==> src/hdl/udprx_pkg.sv <==
package udprx_pkg;

	// Defaults and fixed widths
	localparam int NUM_PORT_SLOTS_DEF = 4;
	localparam int SLOT_W             = 2;
	localparam int CFG_IDX_W          = 3;
	localparam int CNT_W              = 17;

	localparam logic [15:0] UDP_PROTO_NUM = 16'd17;
	localparam logic [CNT_W-1:0] HDR_LEN  = 17'd8;

	// Verdict codes
	localparam logic [2:0] VERDICT_DELIVER   = 3'd0;
	localparam logic [2:0] VERDICT_NO_PORT   = 3'd1;
	localparam logic [2:0] VERDICT_BAD_CSUM  = 3'd2;
	localparam logic [2:0] VERDICT_TOO_SHORT = 3'd3;
	localparam logic [2:0] VERDICT_TOO_LONG  = 3'd4;

	// Register indexes
	localparam logic [CFG_IDX_W-1:0] REG_LOCAL_IP   = 3'd0;
	localparam logic [CFG_IDX_W-1:0] REG_PORT_SLOT0 = 3'd1;
	localparam logic [CFG_IDX_W-1:0] REG_SLOT_MASK  = 3'd5;

	// Header byte positions
	localparam logic [CNT_W-1:0] IDX_SPORT_HI = 17'd0;
	localparam logic [CNT_W-1:0] IDX_SPORT_LO = 17'd1;
	localparam logic [CNT_W-1:0] IDX_DPORT_HI = 17'd2;
	localparam logic [CNT_W-1:0] IDX_DPORT_LO = 17'd3;
	localparam logic [CNT_W-1:0] IDX_CSUM_HI  = 17'd6;
	localparam logic [CNT_W-1:0] IDX_CSUM_LO  = 17'd7;

	// Per-datagram record handed from the accumulator to the verdict stage
	typedef struct packed {
		logic [15:0] acc;       // folded sum over the datagram bytes
		logic [18:0] pseudo;    // raw sum of the pseudo-header words
		logic [15:0] n_lo;      // byte count, low 16 bits
		logic        short_dg;  // fewer than 8 bytes
		logic        long_dg;   // more than 65535 bytes
		logic [15:0] csum;
		logic [15:0] sport;
		logic [15:0] dport;
		logic [31:0] peer;
	} fin_t;

	// Ones' complement add with end-around carry
	function automatic logic [15:0] fold_add(input logic [15:0] a, input logic [15:0] b);
		logic [16:0] s;
		s = {1'b0, a} + {1'b0, b};
		return s[15:0] + {15'd0, s[16]};
	endfunction

endpackage

==> src/hdl/udp_rx_checksum_port_demux.sv <==
// UDP receive checksum check and port demultiplexer.
// Throughput: one datagram byte per cycle, less while m_tready back-pressure stalls.
// After its last byte, a datagram passes the input register, the datagram record register
// and the result register before its verdict is valid; m_tready low stalls it.
// Reset: arst_n clears the configuration registers, the datagram state and all valid flags;
// the block takes items in the first cycle after reset.
module udp_rx_checksum_port_demux #(
	parameter int NUM_PORT_SLOTS = udprx_pkg::NUM_PORT_SLOTS_DEF
) (
	input  logic                              clk,
	input  logic                              arst_n,
	input  logic                              s_tvalid,
	output logic                              s_tready,
	input  logic [39:0]                       s_tdata,   // data_byte[7:0], sender_ip[39:8]
	input  logic                              s_tlast,   // last_byte
	output logic                              m_tvalid,
	input  logic                              m_tready,
	output logic [87:0]                       m_tdata,   // handler_slot[1:0], source_port[17:2],
	                                                     // dest_port[33:18], payload_length[49:34],
	                                                     // peer_ip[81:50], zero[87:82]
	output logic [2:0]                        m_tuser,   // verdict
	input  logic                              cfg_valid,
	output logic                              cfg_ready,
	input  logic [udprx_pkg::CFG_IDX_W-1:0]   cfg_index,
	input  logic [31:0]                       cfg_data
);

	logic [31:0]               local_ip_q;
	logic [15:0]               port_slot_q [NUM_PORT_SLOTS];
	logic [NUM_PORT_SLOTS-1:0] slot_open_q;

	logic                      fin_valid;
	logic                      fin_ready;
	udprx_pkg::fin_t           fin;

	logic [2:0]                verdict;
	logic [udprx_pkg::SLOT_W-1:0] handler_slot;
	logic [15:0]               source_port;
	logic [15:0]               dest_port;
	logic [15:0]               payload_length;
	logic [31:0]               peer_ip;

	assign cfg_ready = 1'b1;

	// Configuration registers
	always_ff @(posedge clk or negedge arst_n) begin
		if (!arst_n) begin
			local_ip_q  <= '0;
			slot_open_q <= '0;
			for (int k = 0; k < NUM_PORT_SLOTS; k++) begin
				port_slot_q[k] <= '0;
			end
		end else if (cfg_valid) begin
			if (cfg_index == udprx_pkg::REG_LOCAL_IP) local_ip_q <= cfg_data;
			if (cfg_index == udprx_pkg::REG_SLOT_MASK) begin
				slot_open_q <= cfg_data[NUM_PORT_SLOTS-1:0];
			end
			for (int k = 0; k < NUM_PORT_SLOTS; k++) begin
				if (cfg_index == udprx_pkg::REG_PORT_SLOT0 + udprx_pkg::CFG_IDX_W'(k)) begin
					port_slot_q[k] <= cfg_data[15:0];
				end
			end
		end
	end

	udprx_accum u_accum (
		.clk       (clk),
		.arst_n    (arst_n),
		.in_valid  (s_tvalid),
		.in_ready  (s_tready),
		.in_byte   (s_tdata[7:0]),
		.in_sip    (s_tdata[39:8]),
		.in_last   (s_tlast),
		.local_ip  (local_ip_q),
		.fin_valid (fin_valid),
		.fin_ready (fin_ready),
		.fin       (fin)
	);

	udprx_verdict #(
		.NUM_PORT_SLOTS (NUM_PORT_SLOTS)
	) u_verdict (
		.clk            (clk),
		.arst_n         (arst_n),
		.fin_valid      (fin_valid),
		.fin_ready      (fin_ready),
		.fin            (fin),
		.port_slot      (port_slot_q),
		.slot_open      (slot_open_q),
		.res_valid      (m_tvalid),
		.res_ready      (m_tready),
		.verdict        (verdict),
		.handler_slot   (handler_slot),
		.source_port    (source_port),
		.dest_port      (dest_port),
		.payload_length (payload_length),
		.peer_ip        (peer_ip)
	);

	// Pack the result item
	assign m_tuser = verdict;
	assign m_tdata = {6'd0, peer_ip, payload_length, dest_port, source_port, handler_slot};

endmodule

==> src/hdl/udprx_accum.sv <==
module udprx_accum (
	input  logic                  clk,
	input  logic                  arst_n,
	input  logic                  in_valid,
	output logic                  in_ready,
	input  logic [7:0]            in_byte,
	input  logic [31:0]           in_sip,
	input  logic                  in_last,
	input  logic [31:0]           local_ip,
	output logic                  fin_valid,
	input  logic                  fin_ready,
	output udprx_pkg::fin_t       fin
);

	logic        v_s1;
	logic [7:0]  byte_s1;
	logic [31:0] sip_s1;
	logic        last_s1;

	logic [16:0] cnt_q;
	logic [15:0] acc_q;
	logic [7:0]  held_q;
	logic [15:0] sport_q;
	logic [15:0] dport_q;
	logic [15:0] csum_q;
	logic [31:0] sip_q;

	logic [16:0] cnt_n;
	logic [15:0] acc_n;
	logic [7:0]  held_n;
	logic [15:0] sport_n;
	logic [15:0] dport_n;
	logic [15:0] csum_n;
	logic [31:0] sip_n;
	logic [16:0] n_tot;
	logic [7:0]  eff;
	logic        live;
	logic        adv;
	logic        fin_v_s2;
	udprx_pkg::fin_t fin_s2;
	udprx_pkg::fin_t fin_n;

	assign adv       = v_s1 && (!last_s1 || !fin_v_s2 || fin_ready);
	assign in_ready  = !v_s1 || adv;
	assign fin_valid = fin_v_s2;
	assign fin       = fin_s2;

	// Next per-datagram state for the byte in the input register
	always_comb begin
		live    = !cnt_q[16];
		cnt_n   = cnt_q;
		acc_n   = acc_q;
		held_n  = held_q;
		sport_n = sport_q;
		dport_n = dport_q;
		csum_n  = csum_q;
		sip_n   = (cnt_q == udprx_pkg::IDX_SPORT_HI) ? sip_s1 : sip_q;
		eff     = byte_s1;
		if (live) begin
			if (cnt_q == udprx_pkg::IDX_SPORT_HI) sport_n[15:8] = byte_s1;
			if (cnt_q == udprx_pkg::IDX_SPORT_LO) sport_n[7:0]  = byte_s1;
			if (cnt_q == udprx_pkg::IDX_DPORT_HI) dport_n[15:8] = byte_s1;
			if (cnt_q == udprx_pkg::IDX_DPORT_LO) dport_n[7:0]  = byte_s1;
			if (cnt_q == udprx_pkg::IDX_CSUM_HI) begin
				csum_n[15:8] = byte_s1;
				eff          = 8'd0;
			end
			if (cnt_q == udprx_pkg::IDX_CSUM_LO) begin
				csum_n[7:0] = byte_s1;
				eff         = 8'd0;
			end
			if (!cnt_q[0]) begin
				held_n = eff;
				if (last_s1) acc_n = udprx_pkg::fold_add(acc_q, {eff, 8'd0});
			end else begin
				acc_n = udprx_pkg::fold_add(acc_q, {held_q, eff});
			end
			cnt_n = cnt_q + 17'd1;
		end
		n_tot = live ? cnt_q + 17'd1 : 17'h10001;

		fin_n.acc      = acc_n;
		fin_n.pseudo   = {3'd0, sip_n[31:16]} + {3'd0, sip_n[15:0]}
		               + {3'd0, local_ip[31:16]} + {3'd0, local_ip[15:0]}
		               + {3'd0, udprx_pkg::UDP_PROTO_NUM};
		fin_n.n_lo     = n_tot[15:0];
		fin_n.short_dg = n_tot < udprx_pkg::HDR_LEN;
		fin_n.long_dg  = n_tot[16];
		fin_n.csum     = csum_n;
		fin_n.sport    = sport_n;
		fin_n.dport    = dport_n;
		fin_n.peer     = sip_n;
	end

	// Input register
	always_ff @(posedge clk or negedge arst_n) begin
		if (!arst_n) begin
			v_s1 <= 1'b0;
		end else if (in_ready) begin
			v_s1 <= in_valid;
		end
	end

	always_ff @(posedge clk) begin
		if (in_valid && in_ready) begin
			byte_s1 <= in_byte;
			sip_s1  <= in_sip;
			last_s1 <= in_last;
		end
	end

	// Advance datagram state; clear it after the last byte
	always_ff @(posedge clk or negedge arst_n) begin
		if (!arst_n) begin
			cnt_q   <= '0;
			acc_q   <= '0;
			held_q  <= '0;
			sport_q <= '0;
			dport_q <= '0;
			csum_q  <= '0;
			sip_q   <= '0;
		end else if (adv) begin
			if (last_s1) begin
				cnt_q   <= '0;
				acc_q   <= '0;
				held_q  <= '0;
				sport_q <= '0;
				dport_q <= '0;
				csum_q  <= '0;
				sip_q   <= '0;
			end else begin
				cnt_q   <= cnt_n;
				acc_q   <= acc_n;
				held_q  <= held_n;
				sport_q <= sport_n;
				dport_q <= dport_n;
				csum_q  <= csum_n;
				sip_q   <= sip_n;
			end
		end
	end

	// Hold the finished datagram record for the verdict stage
	always_ff @(posedge clk or negedge arst_n) begin
		if (!arst_n) begin
			fin_v_s2 <= 1'b0;
		end else if (adv && last_s1) begin
			fin_v_s2 <= 1'b1;
		end else if (fin_ready) begin
			fin_v_s2 <= 1'b0;
		end
	end

	always_ff @(posedge clk) begin
		if (adv && last_s1) begin
			fin_s2 <= fin_n;
		end
	end

endmodule

==> src/hdl/udprx_verdict.sv <==
module udprx_verdict #(
	parameter int NUM_PORT_SLOTS = udprx_pkg::NUM_PORT_SLOTS_DEF
) (
	input  logic                          clk,
	input  logic                          arst_n,
	input  logic                          fin_valid,
	output logic                          fin_ready,
	input  udprx_pkg::fin_t               fin,
	input  logic [15:0]                   port_slot [NUM_PORT_SLOTS],
	input  logic [NUM_PORT_SLOTS-1:0]     slot_open,
	output logic                          res_valid,
	input  logic                          res_ready,
	output logic [2:0]                    verdict,
	output logic [udprx_pkg::SLOT_W-1:0]  handler_slot,
	output logic [15:0]                   source_port,
	output logic [15:0]                   dest_port,
	output logic [15:0]                   payload_length,
	output logic [31:0]                   peer_ip
);

	logic [19:0] total;
	logic [16:0] fold1;
	logic [15:0] fold2;
	logic        hit;
	logic [udprx_pkg::SLOT_W-1:0] hit_slot;
	logic [2:0]  verdict_n;
	logic [udprx_pkg::SLOT_W-1:0] slot_n;
	logic [15:0] plen_n;
	logic        res_v_q;

	assign fin_ready = !res_v_q || res_ready;
	assign res_valid = res_v_q;

	// Close the ones' complement sum with pseudo-header and length
	always_comb begin
		total = {4'd0, fin.acc} + {1'b0, fin.pseudo} + {4'd0, fin.n_lo};
		fold1 = {1'b0, total[15:0]} + {13'd0, total[19:16]};
		fold2 = fold1[15:0] + {15'd0, fold1[16]};
	end

	// Find the lowest open slot that matches the destination port
	always_comb begin
		hit      = 1'b0;
		hit_slot = '0;
		for (int i = NUM_PORT_SLOTS - 1; i >= 0; i--) begin
			if (slot_open[i] && port_slot[i] == fin.dport) begin
				hit      = 1'b1;
				hit_slot = udprx_pkg::SLOT_W'(i);
			end
		end
	end

	// Pick the verdict by priority
	always_comb begin
		slot_n = '0;
		plen_n = '0;
		priority if (fin.short_dg) begin
			verdict_n = udprx_pkg::VERDICT_TOO_SHORT;
		end else if (fin.long_dg) begin
			verdict_n = udprx_pkg::VERDICT_TOO_LONG;
		end else begin
			plen_n = fin.n_lo - 16'd8;
			if (~fold2 != fin.csum) begin
				verdict_n = udprx_pkg::VERDICT_BAD_CSUM;
			end else if (hit) begin
				verdict_n = udprx_pkg::VERDICT_DELIVER;
				slot_n    = hit_slot;
			end else begin
				verdict_n = udprx_pkg::VERDICT_NO_PORT;
			end
		end
	end

	// Result register
	always_ff @(posedge clk or negedge arst_n) begin
		if (!arst_n) begin
			res_v_q <= 1'b0;
		end else if (fin_ready) begin
			res_v_q <= fin_valid;
		end
	end

	always_ff @(posedge clk) begin
		if (fin_valid && fin_ready) begin
			verdict        <= verdict_n;
			handler_slot   <= slot_n;
			source_port    <= fin.sport;
			dest_port      <= fin.dport;
			payload_length <= plen_n;
			peer_ip        <= fin.peer;
		end
	end

endmodule
==> config.mk <==
export PLATFORM = sky130hd
export DESIGN_NAME = udp_rx_checksum_port_demux
export DESIGN_NICKNAME = d
export VERILOG_FILES = /design/src/hdl/udprx_pkg.sv /design/src/hdl/udp_rx_checksum_port_demux.sv /design/src/hdl/udprx_accum.sv /design/src/hdl/udprx_verdict.sv
export SDC_FILE = /design/constraint.sdc
export NUM_CORES = 1
export LEC_CHECK = 0
export BUFFER_PORTS_ARGS = -buffer_cell sky130_fd_sc_hd__buf_2
export CAP_MARGIN = 20
export CORE_ASPECT_RATIO = 1.75
export CORE_UTILIZATION = 55
export DETAILED_ROUTE_END_ITERATION = 10
export PLACE_DENSITY_LB_ADDON = 0.08
export SLEW_MARGIN = 15
export SYNTH_ARGS = -nofsm -noshare
export SYNTH_HDL_FRONTEND = slang
export SYNTH_HIERARCHICAL = 1
export SYNTH_SLANG_ARGS = --single-unit
==> constraint.sdc <==
create_clock -name clk -period 7.4 [get_ports clk]
set_input_delay 1.48 -clock clk [delete_from_list [all_inputs] [get_ports clk]]
set_output_delay 1.48 -clock clk [all_outputs]
set_load 0.01 [all_outputs]
* Word level (Yosys, flattened, before mapping)
Cells that the tools add are included.
W data, S select, Z words.
** Word-level totals
- Bits in registers :: 483
- Input port bits :: 81
- Output and inout bits :: 94
- Logic and storage cells :: 139
** Operators by class
- Add/sub/neg operators :: 14
- $lt $le $gt $ge :: 1
- Equality and inequality tests :: 17
- Mux-type cells :: 39
- Bitwise operators :: 2
- Reduce and logical (&&, ||, !) cells :: 30
** Operator list (count)
- $mux W16 :: 10
- $mux W8 :: 12
- $eq A16 B16 Y1 :: 4
- $mux W32 :: 2
- $add A16 B16 Y17 :: 3
- $mux W17 :: 3
- $add A16 B1 Y16 :: 3
- $add A19 B16 Y19 :: 2
- $eq A17 B2 Y1 const B :: 2
- $eq A17 B3 Y1 const B :: 2
- $add A16 B19 Y20 :: 1
- $add A20 B16 Y20 :: 1
- $add A19 B5 Y19 const B :: 1
- $add A16 B4 Y17 :: 1
- $add A17 B1 Y17 const B :: 1
- $eq A17 B1 Y1 const B :: 1
- $logic_not A17 Y1 :: 1
- $lt A17 B4 Y1 const B :: 1
- $ne A16 B16 Y1 :: 1
- $not A16 Y16 :: 1
- $sub A16 B4 Y16 const B :: 1
- $reduce_and A2 Y1 :: 7
- $logic_and A1 B1 Y1 :: 8
- $mux W1 :: 8
- 15 further kinds :: 26

* Longest topological paths before layout
Gate-level depths: netlist of run 1.
- Word-level depth :: 10
- Gate-level depth with buffers :: 32
- Gate-level depth less buffers :: 31

* Cells and area by module
The synthesis of run 1 kept the hierarchy.
** Modules (own cells, without submodules)
- udprx_accum :: times used 1, cells an instance 1260, area each 15378.5 sq um, seq. area each 8303.0 sq um
- udprx_verdict :: times used 1, cells an instance 532, area each 6184.7 sq um, seq. area each 2577.5 sq um
- udp_rx_checksum_port_demux :: times used 1, cells an instance 225, area each 3880.0 sq um, seq. area each 2502.4 sq um

* Least setup slack after synthesis of run 1
OpenSTA, ideal clock, no wires.
- Kind :: register -> register
- Start :: register u_accum.fin_s2, in the netlist u_accum/fin[83]
- End :: register u_verdict/handler_slot[0] in the netlist's numbering (data pin)
- Library setup time :: 0.168 ns
- Arrival :: 7.312 ns
- Required time :: 7.232 ns
- Slack :: -0.080 ns
- Stages on the path, launching flop included :: 32
- Buffers on the path :: 1
- Period minus slack after synthesis :: 7.480 ns
- Cells stage by stage :: edfxtp_1 -> fa_1 -> ha_1 -> fa_1 -> a211oi_2 -> o21ai_2 -> a2111oi_2 -> nor3b_1 -> o21a_1 -> nor2_1 -> o21bai_1 -> a21oi_1 -> xnor2_1 -> inv_1 -> fa_1 -> nand2b_1 -> a21oi_1 -> nand4_1 -> nor2_1 -> nand2_1 -> nor4b_1 -> ha_1 -> ha_1 -> and3_1 -> nand4b_1 -> nor3_1 -> clkbuf_1 -> o21ai_0 -> xnor2_1 -> nand3b_1 -> a2111oi_4 -> nor4b_4
** Between the ends
- Word-level cells in the longest chain between the ends :: 6
** RTL lines
- from (decl) :: RTL line udprx_accum.sv:40 : udprx_pkg::fin_t fin_s2;
- from (signal assigned) :: RTL line udprx_accum.sv:156 : fin_s2 <= fin_n;
- $add A20 B16 Y20 :: RTL line udprx_verdict.sv:36 : total = {4'd0, fin.acc} + {1'b0, fin.pseudo} + {4'd0, fin.n_lo};
- $add A16 B4 Y17 :: RTL line udprx_verdict.sv:37 : fold1 = {1'b0, total[15:0]} + {13'd0, total[19:16]};
- $add A16 B1 Y16 :: RTL line udprx_verdict.sv:38 : fold2 = fold1[15:0] + {15'd0, fold1[16]};
- $not A16 Y16 :: RTL line udprx_verdict.sv:63 : if (~fold2 != fin.csum) begin
- $ne A16 B16 Y1 :: RTL line udprx_verdict.sv:63
- $reduce_or A5 Y1 (no line)
- to (signal assigned) :: RTL line udprx_verdict.sv:86 : handler_slot <= slot_n;
- to (decl) :: RTL line udprx_verdict.sv:14 : output logic [udprx_pkg::SLOT_W-1:0] handler_slot,
Every way passes these cells.
A chain may end at the register's enable or synchronous reset.

* Worst setup path in the final report of run 1
- Start :: register u_accum.fin_s2, in the netlist u_accum/fin[100]
- End :: register u_verdict/handler_slot[0] in the netlist's numbering (data pin)
** Between the ends
- Word-level cells in the longest chain between the ends :: 7
** RTL lines (RTL line)
- $add A16 B19 Y20 :: udprx_verdict.sv:36
- $add A20 B16 Y20 :: udprx_verdict.sv:36
- $add A16 B4 Y17 :: udprx_verdict.sv:37
- $add A16 B1 Y16 :: udprx_verdict.sv:38
- $not A16 Y16 :: udprx_verdict.sv:63
- $ne A16 B16 Y1 :: udprx_verdict.sv:63
- $reduce_or A5 Y1 (no line)
Every way passes these cells.

==> results of run 1 <==
## placed cells by master (no fill, tap or decap), types with 41 or more instances in the layout
master	n
a21oi_1	61
fa_1	46
nand2_1	96
clkbuf_16	45
buf_2	166
ha_1	73
xnor2_1	140
buf_4	122
inv_1	90
mux2_2	164
xor2_1	51
nor2_1	88
edfxtp_1	259
nand3_1	41
o21ai_0	65
a22o_1	101
dfrtp_1	224
## stage by stage
stage               util [%]  instances  hold WS [ns]  TNS (ns)  setup WS (ns)
floorplan                  -       2022         0.400         0         0.0169
global placement        60.3       2768         0.402    -0.682         -0.219
detailed placement      60.3       2768         0.405     -1.16         -0.343
CTS                     63.9       2864         0.410         0        0.00343
global route            64.4       2874         0.420    -0.965         -0.285
finish                  64.4       2875         0.415         0          0.110
## power by group through the flow
stage	registers (W)	clock network [W]	logic, W
after floorplan	0.00357	0	0.00398
after global placement	0.00365	0	0.00599
after detailed placement	0.00366	0	0.00605
after CTS	0.00361	0.00236	0.00623
after global routing	0.00365	0.00245	0.00700
final	0.00361	0.00232	0.00658
## layer usage
metal / GRT usage (%) / up-vias
li1: - / 7908
met1: 32.9 / 8734
met2: 59.6 / 603
met3: 5.00 / 257
met4: 26.3 / 2
met5: 0 / -
## cell type report
class | count | area, sq um
diodes | 1 | 2.50
clock buffers | 58 | 1240
clock inverters | 23 | 210
fillers | 3570 | 16100
inverters | 94 | 355
multi-input cells | 1345 | 11500
flip-flops and latches | 483 | 13400
well taps | 577 | 722
repair buffers | 294 | 1840
## cell families (layout without fill, tap and decap cells)
family                     after synthesis  count (layout)  share of synthesized area [%]
adders and majority gates              134             134                           7.97
and+or+nand+nor                        425             425                           9.09
buffers and inverters                  194             469                           3.33
xor gates and xnor gates               196             196                           6.94
other                                    2               8                         0.0295
AOI/OAI and AO/OA                      399             399                           12.0
DFF                                    483             483                           52.6
muxes                                  184             184                           8.07
## repair_timing
item | 4_1_cts | 5_1_grt
endpoints found under the hold margin | 0 | 0
buffers inserted | 15 | 10
resized for setup | 17 | 23
pin swaps | 16 | 8
setup endpoints to repair | 4 | 4
hold buffers | 0 | 0
## final timing paths
| kind | from | to | slack (ns) | cells past startpoint |
|---|---|---|---|---|
| max | u_accum/fin[100] | u_verdict/handler_slot[0] | 0.11 | 32 |
| min | u_accum/fin[61] | u_verdict/source_port[13] | 0.41 | 0 |
| max reg2reg | u_accum/fin[100] | u_verdict/handler_slot[0] | 0.11 | 32 |
| min reg2reg | u_accum/fin[61] | u_verdict/source_port[13] | 0.41 | 0 |
| max in group asynchronous | arst_n | u_accum/cnt_q[14] | 5.19 | 2 |
| min in group asynchronous | arst_n | port_slot_q[3] | 0.87 | 1 |
## state kept, by name, summed over array words and instances, names as in the netlist, 16 cells and up
signal                    cells
u_accum/cnt_q                17
u_accum/fin                 133
u_accum/sip_q                32
u_verdict/peer_ip            32
u_accum/csum_q               16
u_verdict/payload_length     16
u_verdict/source_port        16
u_accum/dport_q              16
u_accum/sip_s1               32
port_slot_q                  64
u_accum/sport_q              16
u_accum/acc_q                16
local_ip_q                   32
u_verdict/dest_port          16
==> out/qor.yml, run 1 <==
outcome: "finished clean"
cts_made_buffers: 44
slowest_stage: "fa_1"
ys_async_sr_fraction_pct: 46.4
avgViaCountPerCell: 6.09
cts_tree: "done"
internal-power_w: 0.00726
worstMarginPinSlew_ns: 0.985
globalRouteOverflowTotal: 0
grt_pass1_vias: 18400
finalMaxSlewViolations: 0
highest_layer: "met5"
cts-root-buf: "clkbuf_16"
route.antenna.remaining_nets: 0
final.period_utilization_pct: 98.5
grt_pass1_wl_um: 112000
wl_met1_um: 25200
cts_buffer_depth: 3
setup_viol_count_final: 0
remaining_drc_errors: 0
netlist_instances: 2017
fp.dieH_um: 287
dp.final_hpwl_um: 55600
final_layout_size_suffix_gt1_share_pct: 26.6
syn_warnings: 6
die_x_um: 165
critical_path_buf_inv_count: 4
maximum_number_of_pins_on_one_net_before_global_route_repair: 159
dr_total_vias: 17500
synth_edf_count: 259
pwr_density_nw_per_um2: 428
cts_sinks: 483
rsz0062_at_grt: "true"
syn2layout_area_growth_pct: 14.9
rows: 103
cp.arrival_ns: 7.67
synth_top_cell_area_share_pct: 30.6
die_area_sq_um: 47200
worst-path-max-fanout: 5
ys.flop_type: "edfxtp_1"
fmax_mhz: 137
hold_viol_final: 0
netlist_area_sq_um: 25400
synth_cell_types: 103
report.power.total_w: 0.0125
required_worst_endpoint_ns: 7.79
ios: 175
sw_frac_of_total_pct: 42.0
period_needed_ns: 7.29
post_dp_cell_area_sq_um: 27400
post_synth_main_area_contributors: "edfxtp_1 (31%), dfrtp_1 (22%), mux2_2 (7.3%)"
routedWlPerCell_um: 26.4
floorplan.core_area_sq_um: 45400
firstDrtPassIters: 7
detail_route.iter0.violations: 988
route.met2.wl_um: 40200
yosys-top-cells-count: "edfxtp_1 (259), dfrtp_1 (224), mux2_2 (164)"
ir_drop_v: 0.000650
grt_antenna_before_repair: 2
worstSetupStartpointType: "flop"
p_sw_w: 0.00526
portBuffers: 167
synth_top_area_cell: "edfxtp_1"
cpPeakStageDelay_ns: 0.52
fin_nets: 2470
route.met3.wl_um: 3530
starting_utilization_of_the_core_area_pct: 56.1
synthMostInstantiatedCell: "edfxtp_1"
critical_path.endpoint_type: "flop"
ctsHtreeMaxLevel: 2
place_congestion: 1.01
path_delay_family: "simple AND/OR/NAND/NOR gates"
track_usage_pct: 33.0
cap_viol_max_count: 0
total_leakage_power_nw: 12.1
hold_class: "reg -> reg"
stdcell_area_sq_um: 29200
slew_headroom_pct: 33.7
totalWireLength_um: 76000
path_clk_slew_ns: 0.07
sequentialPowerShare_pct: 28.9
fin_worst_skew_ns: 0.0277
timing.setup.critical_path_class: "reg -> reg"
insertion_delay_ns: 0.57
number_of_synthesized_register_bits: 483
seq_area_frac_synth_pct: 52.6
pwr-share-comb_pct: 52.6
share_clk_of_total_power_pct: 18.5
postSynthAreaPerCell_sq_um: 12.6
Note: power is estimated with default switching activity, not from simulation.
==> run 2: changes to the inputs <==
--- a/config.mk
+++ b/config.mk
@@ -9,4 +9,6 @@
 export CAP_MARGIN = 20
+export CELL_PAD_IN_SITES_DETAIL_PLACEMENT = 1
+export CELL_PAD_IN_SITES_GLOBAL_PLACEMENT = 1
 export CORE_ASPECT_RATIO = 1.75
-export CORE_UTILIZATION = 55
+export CORE_UTILIZATION = 45
 export DETAILED_ROUTE_END_ITERATION = 10
==> constraint.sdc (replaced) <==
create_clock -name clk -period 7.4 [get_ports clk]
set_input_delay 0.37 -clock clk [delete_from_list [all_inputs] [get_ports clk]]
set_output_delay 0.37 -clock clk [all_outputs]
set_load 0.01 [all_outputs]
==> run 2 against run 1 <==
Net effect: the run now ends with negative setup slack left; sequential power increased by 1%; register-to-register slack got worse by 0.14 ns; clock power increased by 10%; worst hold slack got worse by 0.39 ns; clock skew increased by 0.00069 ns; final cell count increased by 6.2%; critical endpoint unchanged; largest cell class unchanged; highest routed layer unchanged.
==> out/qor.yml, run 2 (synthesized netlist as in run 1, its figures left out) <==
setup_viol_count_final: 2
firstDrtPassIters: 5
largest_reg_flops: 133
rows: 115
portBuffers: 167
post_dp_cell_area_sq_um: 27400
remaining_drc_errors: 0
totalWireLength_um: 81900
ctsHtreeMaxLevel: 2
timing.setup.critical_path_class: "reg -> reg"
dp.final_hpwl_um: 60600
slew_headroom_pct: 23.3
final_layout_size_suffix_gt1_share_pct: 26.1
grt_pass1_wl_um: 122000
worstSetupStartpointType: "flop"
cts_sinks: 483
fmax_mhz: 135
globalRouteOverflowTotal: 0
outcome: "finished with violations"
cts_buffer_depth: 3
cap_viol_max_count: 0
fin_nets: 2519
post-route-util_pct: 53.7
rsz0062_at_grt: "true"
grt_antenna_before_repair: 4
final.fill_count: 5660
dr_total_vias: 17800
report.power.total_w: 0.0127
insertion_delay_ns: 0.60
slowest_stage: "fa_1"
path_delay_family: "compound AO/OA/AOI/OAI gates"
cp.arrival_ns: 7.84
cts-root-buf: "clkbuf_16"
fp.dieH_um: 317
detail_route.iter0.violations: 708
stdcell_area_sq_um: 30000
floorplan.core_area_sq_um: 56000
avgViaCountPerCell: 5.82
final.setup.worst_slack_ns: -0.0268
die_area_sq_um: 57500
worst-path-max-fanout: 5
finalMaxSlewViolations: 0
route.antenna.remaining_nets: 0
hold_viol_final: 0
hold_class: "in -> reg"
total_leakage_power_nw: 12.4
ir_drop_v: 0.000258
critical_path.endpoint_type: "flop"
cts_made_buffers: 47
crit_path_frequent_cell: "buf_4"
starting_utilization_of_the_core_area_pct: 45.5
fin_tns_setup_ns: -0.0413
required_worst_endpoint_ns: 7.81
pwr_density_nw_per_um2: 423
ios: 175
layout_common_cells: "edfxtp_1 (259), dfrtp_1 (224), buf_2 (166), mux2_2 (164), xnor2_1 (140)"
cts_tree: "done"
worstMarginPinSlew_ns: 1.15
place_worst_setup_slack_ns: -0.591
track_usage_pct: 29.0
fin_worst_skew_ns: 0.0284
final.period_utilization_pct: 100
critical_path_buf_inv_count: 16
violations: "negative setup slack"
most_common_cell_after_layout_fill_and_taps_aside: "edfxtp_1"
routedWlPerCell_um: 26.8
maximum_number_of_pins_on_one_net_before_global_route_repair: 152
place_congestion: 0.949
grt_pass1_vias: 19500
syn2layout_area_growth_pct: 18.1
cpPeakStageDelay_ns: 0.51
path_clk_slew_ns: 0.07
period_needed_ns: 7.43
die_x_um: 182
run 2: cell types whose count changed in the layout (fill, tap and decap cells not counted), sizes merged:
cell	change
clkinvlp	+1
clkinv	-3
buf	-2
dlygate4sd3	+48
clkbuf	+7
inv	-2
diode	+1
bufinv	+4
run 2: per-stage QoR:
| stage | hold WS, ns | instances |
|---|---|---|
| detailed placement | 0.394 | 2884 |
| global route | 0.0137 | 3053 |
| global placement | 0.389 | 2884 |
| finish | 0.0239 | 3054 |
| floorplan | 0.0744 | 2022 |
| CTS | 0.00205 | 3041 |
run 2: routing by layer:
metal  vias to the layer above  global-route usage (%)  wire length, um
li1                       7990                       -                -
met1                      9127                    28.8            28400
met2                       440                    55.8            44900
met3                       202                    3.42             2480
met4                         6                    20.0             6150
met5                         -                       0               31
run 2: layout make-up:
type / count / area (sq um) / area share (%)
antenna: 2 / 5.00 / 0.0167
clock buffer: 65 / 1320 / 4.38
clock inverter: 23 / 300 / 1.00
inverter: 94 / 358 / 1.19
multi-input combinational: 1345 / 11500 / 38.3
sequential: 483 / 13400 / 44.5
tap: 702 / 878 / 2.92
timing repair buffer: 340 / 2300 / 7.65
run 2: power by group:
group / internal, W / total (W) / switching (W)
sequential: 0.00334 / 0.00365 / 0.000304
combinational: 0.00260 / 0.00651 / 0.00390
clock: 0.00147 / 0.00256 / 0.00109
run 2: worst register-to-register path: cells and delay by family (launching register included):
kind,cells,cell delay [ns]
flip-flops,1,0.42
XOR/XNOR,1,0.15
adder cells (fa/ha/maj),3,1.13
AND/OR/NAND/NOR,9,1.25
buffers and inverters,16,2.00
AO/OA/AOI/OAI,10,2.32
run 2: final timing paths:
path,startpoint,endpoint,slack [ns],cells past startpoint
setup / recovery,u_accum/fin[90],u_verdict/handler_slot[0],-0.03,39
hold / removal,cfg_data[20],local_ip_q[20],0.02,2
setup reg to reg,u_accum/fin[90],u_verdict/handler_slot[0],-0.03,39
hold reg to reg,u_accum/fin[13],u_verdict/peer_ip[13],0.41,0
max in group asynchronous,arst_n,u_accum/cnt_q[3],5.75,3
min in group asynchronous,arst_n,port_slot_q[28],0.35,2
run 2: repair_timing:
action                                 in CTS  in global routing
resized for setup                          21                 24
buffers inserted                           21                 12
pin swaps                                  14                 18
endpoints found under the hold margin     120                  0
setup endpoints to repair                   4                  6
hold buffers                               48                  0
